--- src/hdl/spiseq_pkg.sv ---
// Shared constants, result types and helpers for the SPI EEPROM access sequencer.
`timescale 1ns / 1ps
`default_nettype none

package spiseq_pkg;

    // Device opcodes and status bits.
    localparam logic [7:0] CMD_WREN  = 8'h06;
    localparam logic [7:0] CMD_RDSR  = 8'h05;
    localparam logic [7:0] CMD_READ  = 8'h03;
    localparam logic [7:0] CMD_WRITE = 8'h02;
    localparam logic [7:0] BUSY_BIT  = 8'h01;
    localparam logic [7:0] DUMMY     = 8'h00;

    // Page geometry; the page offset is taken with % PAGE_BYTES.
    localparam int PAGE_BYTES = 32;
    localparam int PAGE_W     = $clog2(PAGE_BYTES + 1);

    // Input item kinds.
    localparam logic [1:0] KIND_START_READ  = 2'd0;
    localparam logic [1:0] KIND_START_WRITE = 2'd1;
    localparam logic [1:0] KIND_WRITE_DATA  = 2'd2;
    localparam logic [1:0] KIND_SPI_RX      = 2'd3;

    // Most results that one input item can cause.
    localparam int MAX_RES = 4;
    localparam int IDX_W   = $clog2(MAX_RES);

    typedef struct packed {
        logic       is_transfer;
        logic [7:0] mosi_byte;
        logic       keep_selected;
        logic       want_reply;
        logic       read_valid;
        logic [7:0] read_byte;
        logic       done_res;
        logic       rejected;
    } res_t;

    typedef res_t [MAX_RES-1:0] batch_t;

    // Results of one step and the index of the last one in use.
    typedef struct packed {
        batch_t           batch;
        logic [IDX_W-1:0] last_idx;
    } step_out_t;

    function automatic res_t send_res(input logic [7:0] mosi, input logic keep,
                                      input logic want);
        res_t r;
        r               = '0;
        r.is_transfer   = 1'b1;
        r.mosi_byte     = mosi;
        r.keep_selected = keep;
        r.want_reply    = want;
        return r;
    endfunction

endpackage

`default_nettype wire

--- src/hdl/spiseq_step.sv ---
// Phase state of the sequencer and the next-state logic for one input item.
`timescale 1ns / 1ps
`default_nettype none

module spiseq_step
    import spiseq_pkg::*;
(
    input  wire logic        clk,
    input  wire logic        rst_n,
    input  wire logic        accept,
    input  wire logic [1:0]  kind,
    input  wire logic [15:0] start_address,
    input  wire logic [15:0] byte_count,
    input  wire logic [7:0]  write_byte,
    input  wire logic [7:0]  miso_byte,
    output step_out_t        step_out
);

    localparam logic [1:0] PH_IDLE  = 2'd0;
    localparam logic [1:0] PH_READ  = 2'd1;
    localparam logic [1:0] PH_POLL  = 2'd2;
    localparam logic [1:0] PH_WDATA = 2'd3;

    logic [1:0]        phase_reg, phase_next;
    logic [15:0]       cur_address_reg, cur_address_next;
    logic [15:0]       bytes_left_reg, bytes_left_next;
    logic [PAGE_W-1:0] page_left_reg, page_left_next;

    logic [15:0]       bytes_dec;
    logic [PAGE_W-1:0] page_dec;
    logic [PAGE_W-1:0] room_full;
    logic [PAGE_W-1:0] room;
    res_t              rej_res;
    res_t              done_only;

    always_comb
    begin
        bytes_dec = bytes_left_reg - 16'd1;
        page_dec  = page_left_reg - PAGE_W'(1);
        room_full = PAGE_W'(PAGE_BYTES)
                  - PAGE_W'(cur_address_reg % 16'(PAGE_BYTES));
        if (16'(room_full) > bytes_left_reg)
        begin
            room = bytes_left_reg[PAGE_W-1:0];
        end
        else
        begin
            room = room_full;
        end

        rej_res            = '0;
        rej_res.rejected   = 1'b1;
        done_only          = '0;
        done_only.done_res = 1'b1;

        phase_next       = phase_reg;
        cur_address_next = cur_address_reg;
        bytes_left_next  = bytes_left_reg;
        page_left_next   = page_left_reg;
        step_out         = '0;
        step_out.batch[0] = rej_res;

        case (phase_reg)
            PH_IDLE:
            begin
                if (kind == KIND_START_READ)
                begin
                    step_out.batch[0] = send_res(CMD_READ, 1'b1, 1'b0);
                    step_out.batch[1] = send_res(start_address[15:8], 1'b1, 1'b0);
                    step_out.last_idx = IDX_W'(3);
                    if (byte_count == 16'd0)
                    begin
                        // Nothing to read: drop select after the address.
                        step_out.batch[2] = send_res(start_address[7:0], 1'b0, 1'b0);
                        step_out.batch[3] = done_only;
                    end
                    else
                    begin
                        step_out.batch[2] = send_res(start_address[7:0], 1'b1, 1'b0);
                        step_out.batch[3] = send_res(DUMMY, byte_count > 16'd1, 1'b1);
                        bytes_left_next   = byte_count;
                        cur_address_next  = start_address;
                        phase_next        = PH_READ;
                    end
                end
                else if (kind == KIND_START_WRITE)
                begin
                    cur_address_next  = start_address;
                    bytes_left_next   = byte_count;
                    step_out.batch[0] = send_res(CMD_RDSR, 1'b1, 1'b0);
                    step_out.batch[1] = send_res(DUMMY, 1'b0, 1'b1);
                    step_out.last_idx = IDX_W'(1);
                    phase_next        = PH_POLL;
                end
            end
            PH_READ:
            begin
                if (kind == KIND_SPI_RX)
                begin
                    bytes_left_next              = bytes_dec;
                    step_out.batch[0]            = '0;
                    step_out.batch[0].read_valid = 1'b1;
                    step_out.batch[0].read_byte  = miso_byte;
                    if (bytes_dec == 16'd0)
                    begin
                        step_out.batch[0].done_res = 1'b1;
                        phase_next                 = PH_IDLE;
                    end
                    else
                    begin
                        step_out.batch[1] = send_res(DUMMY, bytes_dec > 16'd1, 1'b1);
                        step_out.last_idx = IDX_W'(1);
                    end
                end
            end
            PH_POLL:
            begin
                if (kind == KIND_SPI_RX)
                begin
                    if ((miso_byte & BUSY_BIT) != 8'd0)
                    begin
                        step_out.batch[0] = send_res(CMD_RDSR, 1'b1, 1'b0);
                        step_out.batch[1] = send_res(DUMMY, 1'b0, 1'b1);
                        step_out.last_idx = IDX_W'(1);
                    end
                    else if (bytes_left_reg == 16'd0)
                    begin
                        step_out.batch[0] = done_only;
                        phase_next        = PH_IDLE;
                    end
                    else
                    begin
                        page_left_next    = room;
                        step_out.batch[0] = send_res(CMD_WREN, 1'b0, 1'b0);
                        step_out.batch[1] = send_res(CMD_WRITE, 1'b1, 1'b0);
                        step_out.batch[2] = send_res(cur_address_reg[15:8], 1'b1, 1'b0);
                        step_out.batch[3] = send_res(cur_address_reg[7:0], 1'b1, 1'b0);
                        step_out.last_idx = IDX_W'(3);
                        phase_next        = PH_WDATA;
                    end
                end
            end
            PH_WDATA:
            begin
                if (kind == KIND_WRITE_DATA)
                begin
                    step_out.batch[0] = send_res(write_byte, page_left_reg > PAGE_W'(1),
                                                 1'b0);
                    page_left_next    = page_dec;
                    bytes_left_next   = bytes_dec;
                    cur_address_next  = cur_address_reg + 16'd1;
                    if (page_dec == PAGE_W'(0))
                    begin
                        // Page closed: poll until the write cycle finishes.
                        step_out.batch[1] = send_res(CMD_RDSR, 1'b1, 1'b0);
                        step_out.batch[2] = send_res(DUMMY, 1'b0, 1'b1);
                        step_out.last_idx = IDX_W'(2);
                        phase_next        = PH_POLL;
                    end
                end
            end
            default:
            begin
                phase_next = PH_IDLE;
            end
        endcase
    end

    always_ff @(posedge clk or negedge rst_n)
    begin
        if (!rst_n)
        begin
            phase_reg       <= PH_IDLE;
            cur_address_reg <= '0;
            bytes_left_reg  <= '0;
            page_left_reg   <= '0;
        end
        else if (accept)
        begin
            phase_reg       <= phase_next;
            cur_address_reg <= cur_address_next;
            bytes_left_reg  <= bytes_left_next;
            page_left_reg   <= page_left_next;
        end
    end

endmodule

`default_nettype wire

--- src/hdl/spi_eeprom_access_sequencer.sv ---
// Top level of the SPI EEPROM access sequencer: stream ports and result buffering.
`timescale 1ns / 1ps
`default_nettype none

// The sequencer turns read and write requests for a 25xx-style SPI EEPROM with
// 16-bit addresses into a stream of byte transactions for an SPI shifter.
// Each input transaction (a request, a write data byte, or a byte received
// from the device) is decoded and yields one to four result transactions,
// which leave one per cycle on the master side while m_tready is high;
// m_tlast marks the final result of each input transaction. A result with
// is_transfer set asks the shifter to send mosi_byte and to hold chip select
// afterwards when keep_selected is set; when want_reply is set the received
// byte must be fed back as a "received SPI byte" input. Writes poll the
// status register until the busy bit clears, then send WREN as its own
// frame and WRITE with the address, and stream data up to each 32-byte page
// boundary. An input that the current phase does not expect gives a single
// result with rejected set and leaves the state unchanged. Rate: while
// m_tready is high, an input producing one result can be taken every cycle;
// an input producing several results holds the single output port until its
// last result is taken, so the sustained rate is set by the output port at
// one result per cycle. A second result slot lets the next input be taken
// while the current results drain, and s_tready comes straight from a register.
module spi_eeprom_access_sequencer
    import spiseq_pkg::*;
(
    input  wire logic        clk,
    input  wire logic        rst_n,
    input  wire logic        s_tvalid,
    output logic             s_tready,
    // [15:0] start_address, [31:16] byte_count, [39:32] write_byte, [47:40] miso_byte
    input  wire logic [47:0] s_tdata,
    // [1:0] kind
    input  wire logic [1:0]  s_tuser,
    output logic             m_tvalid,
    input  wire logic        m_tready,
    // [7:0] mosi_byte, [8] keep_selected, [9] want_reply, [17:10] read_byte, [23:18] zero
    output logic [23:0]      m_tdata,
    // [0] is_transfer, [1] read_valid, [2] done_res, [3] rejected
    output logic [3:0]       m_tuser,
    output logic             m_tlast
);

    step_out_t        step_out;
    logic             s_accept;
    logic             out_finish;
    logic             out_free;
    logic             load_from_pend;
    logic             load_from_in;
    res_t             cur_res;

    // Pending slot: results of an accepted input waiting for the output slot.
    logic             pend_valid_reg;
    step_out_t        pend_reg;

    // Output slot: results being handed out, one per cycle while m_tready is high.
    logic             out_valid_reg;
    step_out_t        out_reg;
    logic [IDX_W-1:0] out_idx_reg;

    spiseq_step u_step (
        .clk           (clk),
        .rst_n         (rst_n),
        .accept        (s_accept),
        .kind          (s_tuser),
        .start_address (s_tdata[15:0]),
        .byte_count    (s_tdata[31:16]),
        .write_byte    (s_tdata[39:32]),
        .miso_byte     (s_tdata[47:40]),
        .step_out      (step_out)
    );

    assign s_tready = !pend_valid_reg;
    assign s_accept = s_tvalid && s_tready;

    assign out_finish = out_valid_reg && m_tready && (out_idx_reg == out_reg.last_idx);
    assign out_free   = !out_valid_reg || out_finish;

    // The pending slot always goes first; a new input skips it when it can.
    assign load_from_pend = pend_valid_reg && out_free;
    assign load_from_in   = s_accept && !pend_valid_reg && out_free;

    always_ff @(posedge clk or negedge rst_n)
    begin
        if (!rst_n)
        begin
            pend_valid_reg <= 1'b0;
            out_valid_reg  <= 1'b0;
            out_idx_reg    <= '0;
        end
        else
        begin
            if (s_accept && !load_from_in)
            begin
                pend_valid_reg <= 1'b1;
            end
            else if (load_from_pend)
            begin
                pend_valid_reg <= 1'b0;
            end

            if (load_from_pend || load_from_in)
            begin
                out_valid_reg <= 1'b1;
                out_idx_reg   <= '0;
            end
            else if (out_finish)
            begin
                out_valid_reg <= 1'b0;
                out_idx_reg   <= '0;
            end
            else if (out_valid_reg && m_tready)
            begin
                out_idx_reg <= out_idx_reg + IDX_W'(1);
            end
        end
    end

    always_ff @(posedge clk)
    begin
        if (s_accept && !load_from_in)
        begin
            pend_reg <= step_out;
        end

        if (load_from_pend)
        begin
            out_reg <= pend_reg;
        end
        else if (load_from_in)
        begin
            out_reg <= step_out;
        end
    end

    assign cur_res  = out_reg.batch[out_idx_reg];
    assign m_tvalid = out_valid_reg;
    assign m_tlast  = out_idx_reg == out_reg.last_idx;
    assign m_tdata  = {6'd0, cur_res.read_byte, cur_res.want_reply,
                       cur_res.keep_selected, cur_res.mosi_byte};
    assign m_tuser  = {cur_res.rejected, cur_res.done_res, cur_res.read_valid,
                       cur_res.is_transfer};

endmodule

`default_nettype wire
--- config.mk ---
export PLATFORM = sky130hd
export DESIGN_NAME = spi_eeprom_access_sequencer
export DESIGN_NICKNAME = d
export VERILOG_FILES = /design/src/hdl/spiseq_pkg.sv /design/src/hdl/spiseq_step.sv /design/src/hdl/spi_eeprom_access_sequencer.sv
export SDC_FILE = /design/constraint.sdc
export NUM_CORES = 1
export LEC_CHECK = 0
export BUFFER_PORTS_ARGS = -buffer_cell sky130_fd_sc_hd__buf_2
export CORE_MARGIN = 2
export CORE_UTILIZATION = 45
export DETAILED_ROUTE_END_ITERATION = 6
export GPL_ROUTABILITY_DRIVEN = 0
export PLACE_DENSITY = 0.67
export SYNTH_ARGS = -nofsm -noshare
export SYNTH_HDL_FRONTEND = slang
export SYNTH_SLANG_ARGS = --single-unit
--- constraint.sdc ---
create_clock -name clk -period 3.5 [get_ports clk]
set_input_delay 0.525 -clock clk [delete_from_list [all_inputs] [get_ports clk]]
set_output_delay 0.525 -clock clk [all_outputs]
set_load 0.05 [all_outputs]
==> results of run 1 <==
cells in the final DEF (no fill, tap or decap), types with 9 or more instances in the layout:
cell type,netlist,layout
edfxtp_1,114,114
buf_2,6,78
nand2_1,77,76
nor2_1,70,68
o21ai_0,53,53
dfrtp_1,44,44
a21oi_1,38,38
mux2_2,38,38
and2_1,36,36
nand3_1,29,29
inv_1,19,19
o22ai_1,19,19
ha_1,18,18
clkbuf_16,0,17
a22oi_1,16,16
nor3_1,14,14
buf_4,9,13
o31ai_1,12,12
mux4_2,10,10
mux2i_1,9,9
worst max-delay path: cells and delay by family (launching register included):
kind	cells	cell delay, ps
flops	1	450
buf+inv	1	180
simple gates	1	460
fa+ha+maj	1	370
mux	1	280
compound gates	5	1130
power groups by stage:
stage / sequential [mW] / clock [mW] / combinational, mW
after CTS: 3.23 / 1.89 / 3.86
final: 3.23 / 1.85 / 3.84
after global routing: 3.31 / 1.96 / 4.25
after floorplan: 3.07 / 0 / 3.08
after global placement: 3.24 / 0 / 3.80
after detailed placement: 3.27 / 0 / 3.83
layout make-up:
class / count / area (um2)
inverter: 20 / 75.1
fill: 1608 / 8910
tap: 234 / 293
timing repair buffer: 95 / 568
clock buffer: 17 / 425
sequential: 158 / 4520
clock inverter: 15 / 183
multi-input combinational: 557 / 3720
kinds of logic after synthesis:
group                      count (synthesis)  synth area share, %
and+or+nand+nor                          277                 16.3
buffers and inverters                     72                 3.98
muxes                                     59                 8.95
other                                      1               0.0438
adders and majority gates                 18                 2.63
xor gates and xnor gates                   8                0.819
DFF                                      158                 52.9
AOI/OAI and AO/OA                        189                 14.4
layer usage:
layer  GRT usage, %  vias to the layer above
met5              0                        -
met4           6.74                        0
met3           3.04                       23
met2           30.6                      179
met1           29.6                     3060
li1               -                     3043
per-stage QoR:
stage / hold slack (ps) / instance area (um2) / total power, mW / std cells / utilization [%]
floorplan: 229 / 8580 / 6.15 / 787 / -
global placement: 490 / 9180 / 7.04 / 1064 / 49.1
detailed placement: 497 / 9180 / 7.10 / 1064 / 49.1
CTS: 111 / 9790 / 8.98 / 1096 / 52.3
global route: 126 / 9790 / 9.52 / 1096 / 52.3
finish: 105 / 9790 / 8.92 / 1096 / 52.3
worst paths after layout:
path                                                 startpoint                                     to
max                        u_step.bytes_left_reg[1]$_DFFE_PN0P_                  out_reg[35]$_DFFE_PN_
min                                                       rst_n             out_idx_reg[0]$_DFFE_PN0P_
max reg2reg                u_step.bytes_left_reg[1]$_DFFE_PN0P_                  out_reg[35]$_DFFE_PN_
min reg2reg                               pend_reg[2]$_DFFE_PP_                   out_reg[2]$_DFFE_PN_
max in group asynchronous                                 rst_n  u_step.bytes_left_reg[13]$_DFFE_PN0P_
min in group clk                                       s_tvalid                   m_tvalid$_DFFE_PN0P_
==> impl_metrics.csv, run 1 <==
group,metric,value,unit
clock_network,htree_num_levels,4,
power_and_ir_drop,p_clk_share,20.8,%
clock_network,cts.path.max_buffers,2,
power_and_ir_drop,intPower,5.10,mW
setup_path,cp.required,3670,ps
timing,maxSlewViolCount,0,
clock_network,numCtsBuffers,17,
setup_path,path_max_fanout,10,
die,core_area,0.0187,mm2
die,io_pins,85,
timing,setup_tns,0,ps
setup_path,crit_arrival,3300,ps
synth,synth.top_cell.area_share,40.0,%
synth,synthTopCellsByCount,"114 x edfxtp_1, 77 x nand2_1, 70 x nor2_1, 53 x o21ai_0, 44 x dfrtp_1",
placed_design,hpwl,13600,um
global_routing,gr-total-overflow,0,
setup_path,crit_chain,"inv_1 > ha_1 > or3b_4 > o32ai_2 > a22oi_2 > a2111oi_4 > a41o_2 > a31oi_1 > mux2_2",
timing,setup_slack,371,ps
synth,yosysMostFrequentCell,"edfxtp_1",
synth,avgSynthCellArea,10.9,um2
clock_network,cts_tree,"built",
routing,drcViolationCount,0,
routing,vias,6305,
timing,finalCritPeriodShare,89.4,%
power_and_ir_drop,switchingPower,3.82,mW
routing,routed_wl,19600,um
global_routing,grt_first_pass_wirelength,31600,um
synth,synth_top_flop_cell,"edfxtp_1",
routing,drt-met1-wl,9220,um
synth,synthTopCellsByArea,"edfxtp_1 40%, dfrtp_1 13%, mux2_2 5.0%",
die,placementRows,50,
routing,wl_per_cell,17.9,um
synth,seq_area_frac_synth,52.9,%
timing,fmax,320,MHz
final_layout,diodes,0,
job,cap_viol_max_count,0,
power_and_ir_drop,switching_share,42.8,%
synth,syn-cell-area,0.00856,mm2
setup_path,max_stage_delay,460,ps
setup_path,startpoint_type,"register",
power_and_ir_drop,combPwrFrac,43.0,%
clock_network,ctsResizeCount,0,
final_layout,syn2layout_area_growth,14.4,%
global_routing,grt_max_degree,58,
setup_path,reg2reg_slack,370,ps
clock_network,clockRootBuffer,"clkbuf_16",
synth,yosysUniqueCellTypes,78,
routing,routed.top_layer,"met4",
routing,wl_met3,955,um
timing,clock_skew,14.6,ps
routing,drt_first_pass_iters,5,
global_routing,antenna_found_initial,0,
clock_network,cts_sinks,158,
die,die_y,142,um
status,outcome,"finished clean",
placed_design,io_buffers,78,
power_and_ir_drop,power.density,911,mW/mm2
synth,ys_ff_latch,158,
power_and_ir_drop,p_seq_share,36.2,%
setup_path,path_class,"reg -> reg",
synth,synth_edf_count,114,
routing,drt_iter0_markers,564,
setup_path,cpMaxStageDelayCell,"or3b_4",
power_and_ir_drop,vdd_drop_max,0.418,mV
die,initial_core_util,45.7,%
min_path,hold_path_class,"in -> async",
timing,min_period,3130,ps
timing,relSlewSlack,58.5,%
setup_path,r2r_cells,9,
timing,rsz0062_at_grt,"false",
synth,synth_largest_area_cell,"edfxtp_1",
clock_network,clkTransAtPathRegs,70,ps
routing,routed-wl-met2,9080,um
synth,synthArstFlopShare,27.8,%
timing,finalHoldViolations,0,
timing,worst_slew_pin_slew,623,ps
synth,syn_inst,782,
setup_path,endpoint_kind,"register",
die,die_area,0.0201,mm2
clock_network,cts_setup_buffers,0,
placed_design,dp_slack,418,ps
clock_network,clock_latency,430,ps
power_and_ir_drop,power_leakage,3.76,nW
routing,ant_nets,0,
final_layout,drive_gt1_share,23.1,%
die,dieWidth,142,um
timing,setup_viol_count_final,0,
clock_network,ctsHoldBuffers,0,
final_layout,layout.nets,921,
synth,yosysWarnings,0,
global_routing,grt_pass1_vias,5858,
routing,vias_per_cell,5.75,
global_routing,track_usage,20.1,%
No activity file was read; power rests on OpenSTA's default activity.
==> run 2, diff against run 1 <==
- RECOVER_POWER: default -> 50
- clock period: 3.5 -> 2.51 ns (I/O delays scaled with it)
==> run 2 against run 1 <==
The run now ends with negative setup slack left. Maximum frequency rose by 18%. Setup slack got worse by 510 ps. Utilization rose by 3.0 points. Register-to-register slack got worse by 510 ps. Highest routed layer unchanged. Hold slack improved by 120 ps. Critical path type unchanged. Clock-buffer cell count did not move.
==> impl_metrics.csv, run 2 (synthesis gave the netlist of run 1 again) <==
group,metric,value,unit
routing,drt_iter0_markers,426,
placed_design,placed_area,0.00968,mm2
clock_network,clock_latency,430,ps
clock_network,clkTransAtPathRegs,80,ps
final_layout,syn2layout_area_growth,21.1,%
placed_design,dp_slack,-114,ps
die,core_area,0.0187,mm2
die,io_pins,85,
power_and_ir_drop,power.density,1270,mW/mm2
die,die_y,142,um
routing,vias,6539,
timing,clock_skew,12.9,ps
final_layout,diodes,0,
status,outcome,"finished with violations",
timing,fmax,378,MHz
routing,vias_per_cell,5.64,
power_and_ir_drop,p_clk_share,19.6,%
clock_network,htree_num_levels,4,
global_routing,grt_first_pass_wirelength,33000,um
final_layout,final_cell_mix,"114 x edfxtp_1, 75 x nand2_1, 75 x buf_2",
placed_design,io_buffers,78,
timing,relSlewSlack,15.9,%
setup_path,endpoint_kind,"register",
power_and_ir_drop,power_leakage,4.06,nW
timing,worst_slew_pin_slew,1260,ps
power_and_ir_drop,switchingPower,5.60,mW
power_and_ir_drop,vdd_drop_max,0.615,mV
global_routing,grt_max_degree,53,
die,dieWidth,142,um
global_routing,track_usage,20.9,%
timing,setup_slack,-135,ps
timing,finalHoldViolations,0,
routing,routed_wl,20500,um
power_and_ir_drop,switching_share,42.4,%
timing,maxSlewViolCount,0,
routing,ant_nets,0,
placed_design,hpwl,14500,um
clock_network,cts_sinks,158,
die,placementRows,50,
power_and_ir_drop,p_seq_share,33.0,%
die,die_area,0.0201,mm2
setup_path,path_class,"reg -> reg",
setup_path,crit_arrival,2970,ps
power_and_ir_drop,power,13.2,mW
power_and_ir_drop,combPwrFrac,47.4,%
timing,setup_tns,-1020,ps
final_layout,final_area,0.0104,mm2
clock_network,cts_tree,"built",
min_path,hold_path_class,"in -> reg",
status,failed_checks,"negative setup slack",
routing,drcViolationCount,0,
global_routing,grt_pass1_vias,6088,
setup_path,startpoint_type,"register",
power_and_ir_drop,intPower,7.60,mW
timing,rsz0062_at_grt,"true",
setup_path,crit_start,"u_step.cur_address_reg[1]$_DFFE_PN0P_",
timing,setup_viol_count_final,17,
timing,finalCritPeriodShare,105,%
setup_path,cp.required,2830,ps
global_routing,gr-total-overflow,0,
min_path,holdCritStartpoint,"s_tvalid",
routing,drt_first_pass_iters,6,
setup_path,timing.rr.start,"u_step.cur_address_reg[1]$_DFFE_PN0P_",
clock_network,numCtsBuffers,17,
timing,min_period,2650,ps
setup_path,path_max_fanout,5,
global_routing,antenna_found_initial,0,
clock_network,cts.path.max_buffers,2,
routing,wl_per_cell,17.7,um
clock_network,clockRootBuffer,"clkbuf_16",
die,initial_core_util,45.7,%
final_layout,layout.nets,985,
job,cap_viol_max_count,0,
final_layout,drive_gt1_share,29.8,%
final_layout,layout_commonest_cell,"edfxtp_1",
## run 2: changes by cell type in the layout (fill, tap and decap cells not counted), moves of 5 or more
| cell | before | now |
|---|---|---|
| buf_4 | 13 | 68 |
| and2_0 | 0 | 9 |
| and2_1 | 36 | 27 |
| clkbuf_1 | 0 | 7 |
| mux2_4 | 0 | 7 |
| buf_6 | 0 | 5 |
| mux2_2 | 38 | 33 |
| o21ai_0 | 53 | 48 |
| o21ai_1 | 1 | 6 |
## run 2: layer usage
metal	track usage [%]	share of wire (%)	vias up
met3	3.31	4.9	24
met4	5.84	1.4	0
li1	-	-	3177
met2	32.1	47	186
met5	0	0	-
met1	31.1	47	3152
## run 2: final cells by class
type	count	area, um2
fill	1616	8350
sequential	158	4520
multi-input combinational	557	3860
timing repair buffer	159	1000
clock buffer	17	425
tap	234	293
clock inverter	15	181
inverter	20	75.1
## run 2: power by group through the flow
stage          combinational [mW]  sequential [mW]  clock, mW
4_1_cts                      6.24             4.35       2.63
3_5_place_dp                 6.18             4.40          0
2_1_floorplan                4.43             4.29          0
6_report                     6.26             4.36       2.58
5_1_grt                      6.83             4.47       2.73
3_3_place_gp                 6.08             4.37          0
## run 2: final timing paths
kind	cells after the start	slack, ps	to
min in group asynchronous	2	290	out_idx_reg[0]$_DFFE_PN0P_
max	12	-140	u_step.page_left_reg[2]$_DFFE_PN0P_
max reg2reg	12	-140	u_step.page_left_reg[2]$_DFFE_PN0P_
max in group asynchronous	2	1450	u_step.bytes_left_reg[9]$_DFFE_PN0P_
min reg2reg	2	520	out_reg[67]$_DFFE_PN_
min	3	220	m_tvalid$_DFFE_PN0P_
## run 2: timing repair
item,in CTS,in global routing
buffers inserted,3,3
endpoints found under the hold margin,0,0
gates resized for setup,5,16
hold buffers,0,0
pin swaps,5,3
setup endpoints to repair,8,26
## run 2: critical path, cell delays in order, from the launching register on
cell,delay [ps]
dfrtp_1,420
inv_2,90
ha_4,140
nand2_2,60
xor2_2,150
ha_1,300
o21a_1,110
o22ai_1,70
or4_4,430
a21oi_4,250
mux2i_1,230
nor2_1,50
a221o_1,250
## run 2: through the flow
step / hold slack (ps) / cells / util, %
after global routing: 221 / 1160 / 55.4
after CTS: 63.6 / 1157 / 55.2
after global placement: 493 / 1122 / 51.8
after detailed placement: 502 / 1122 / 51.8
final: 224 / 1160 / 55.4
after floorplan: 80.9 / 787 / -
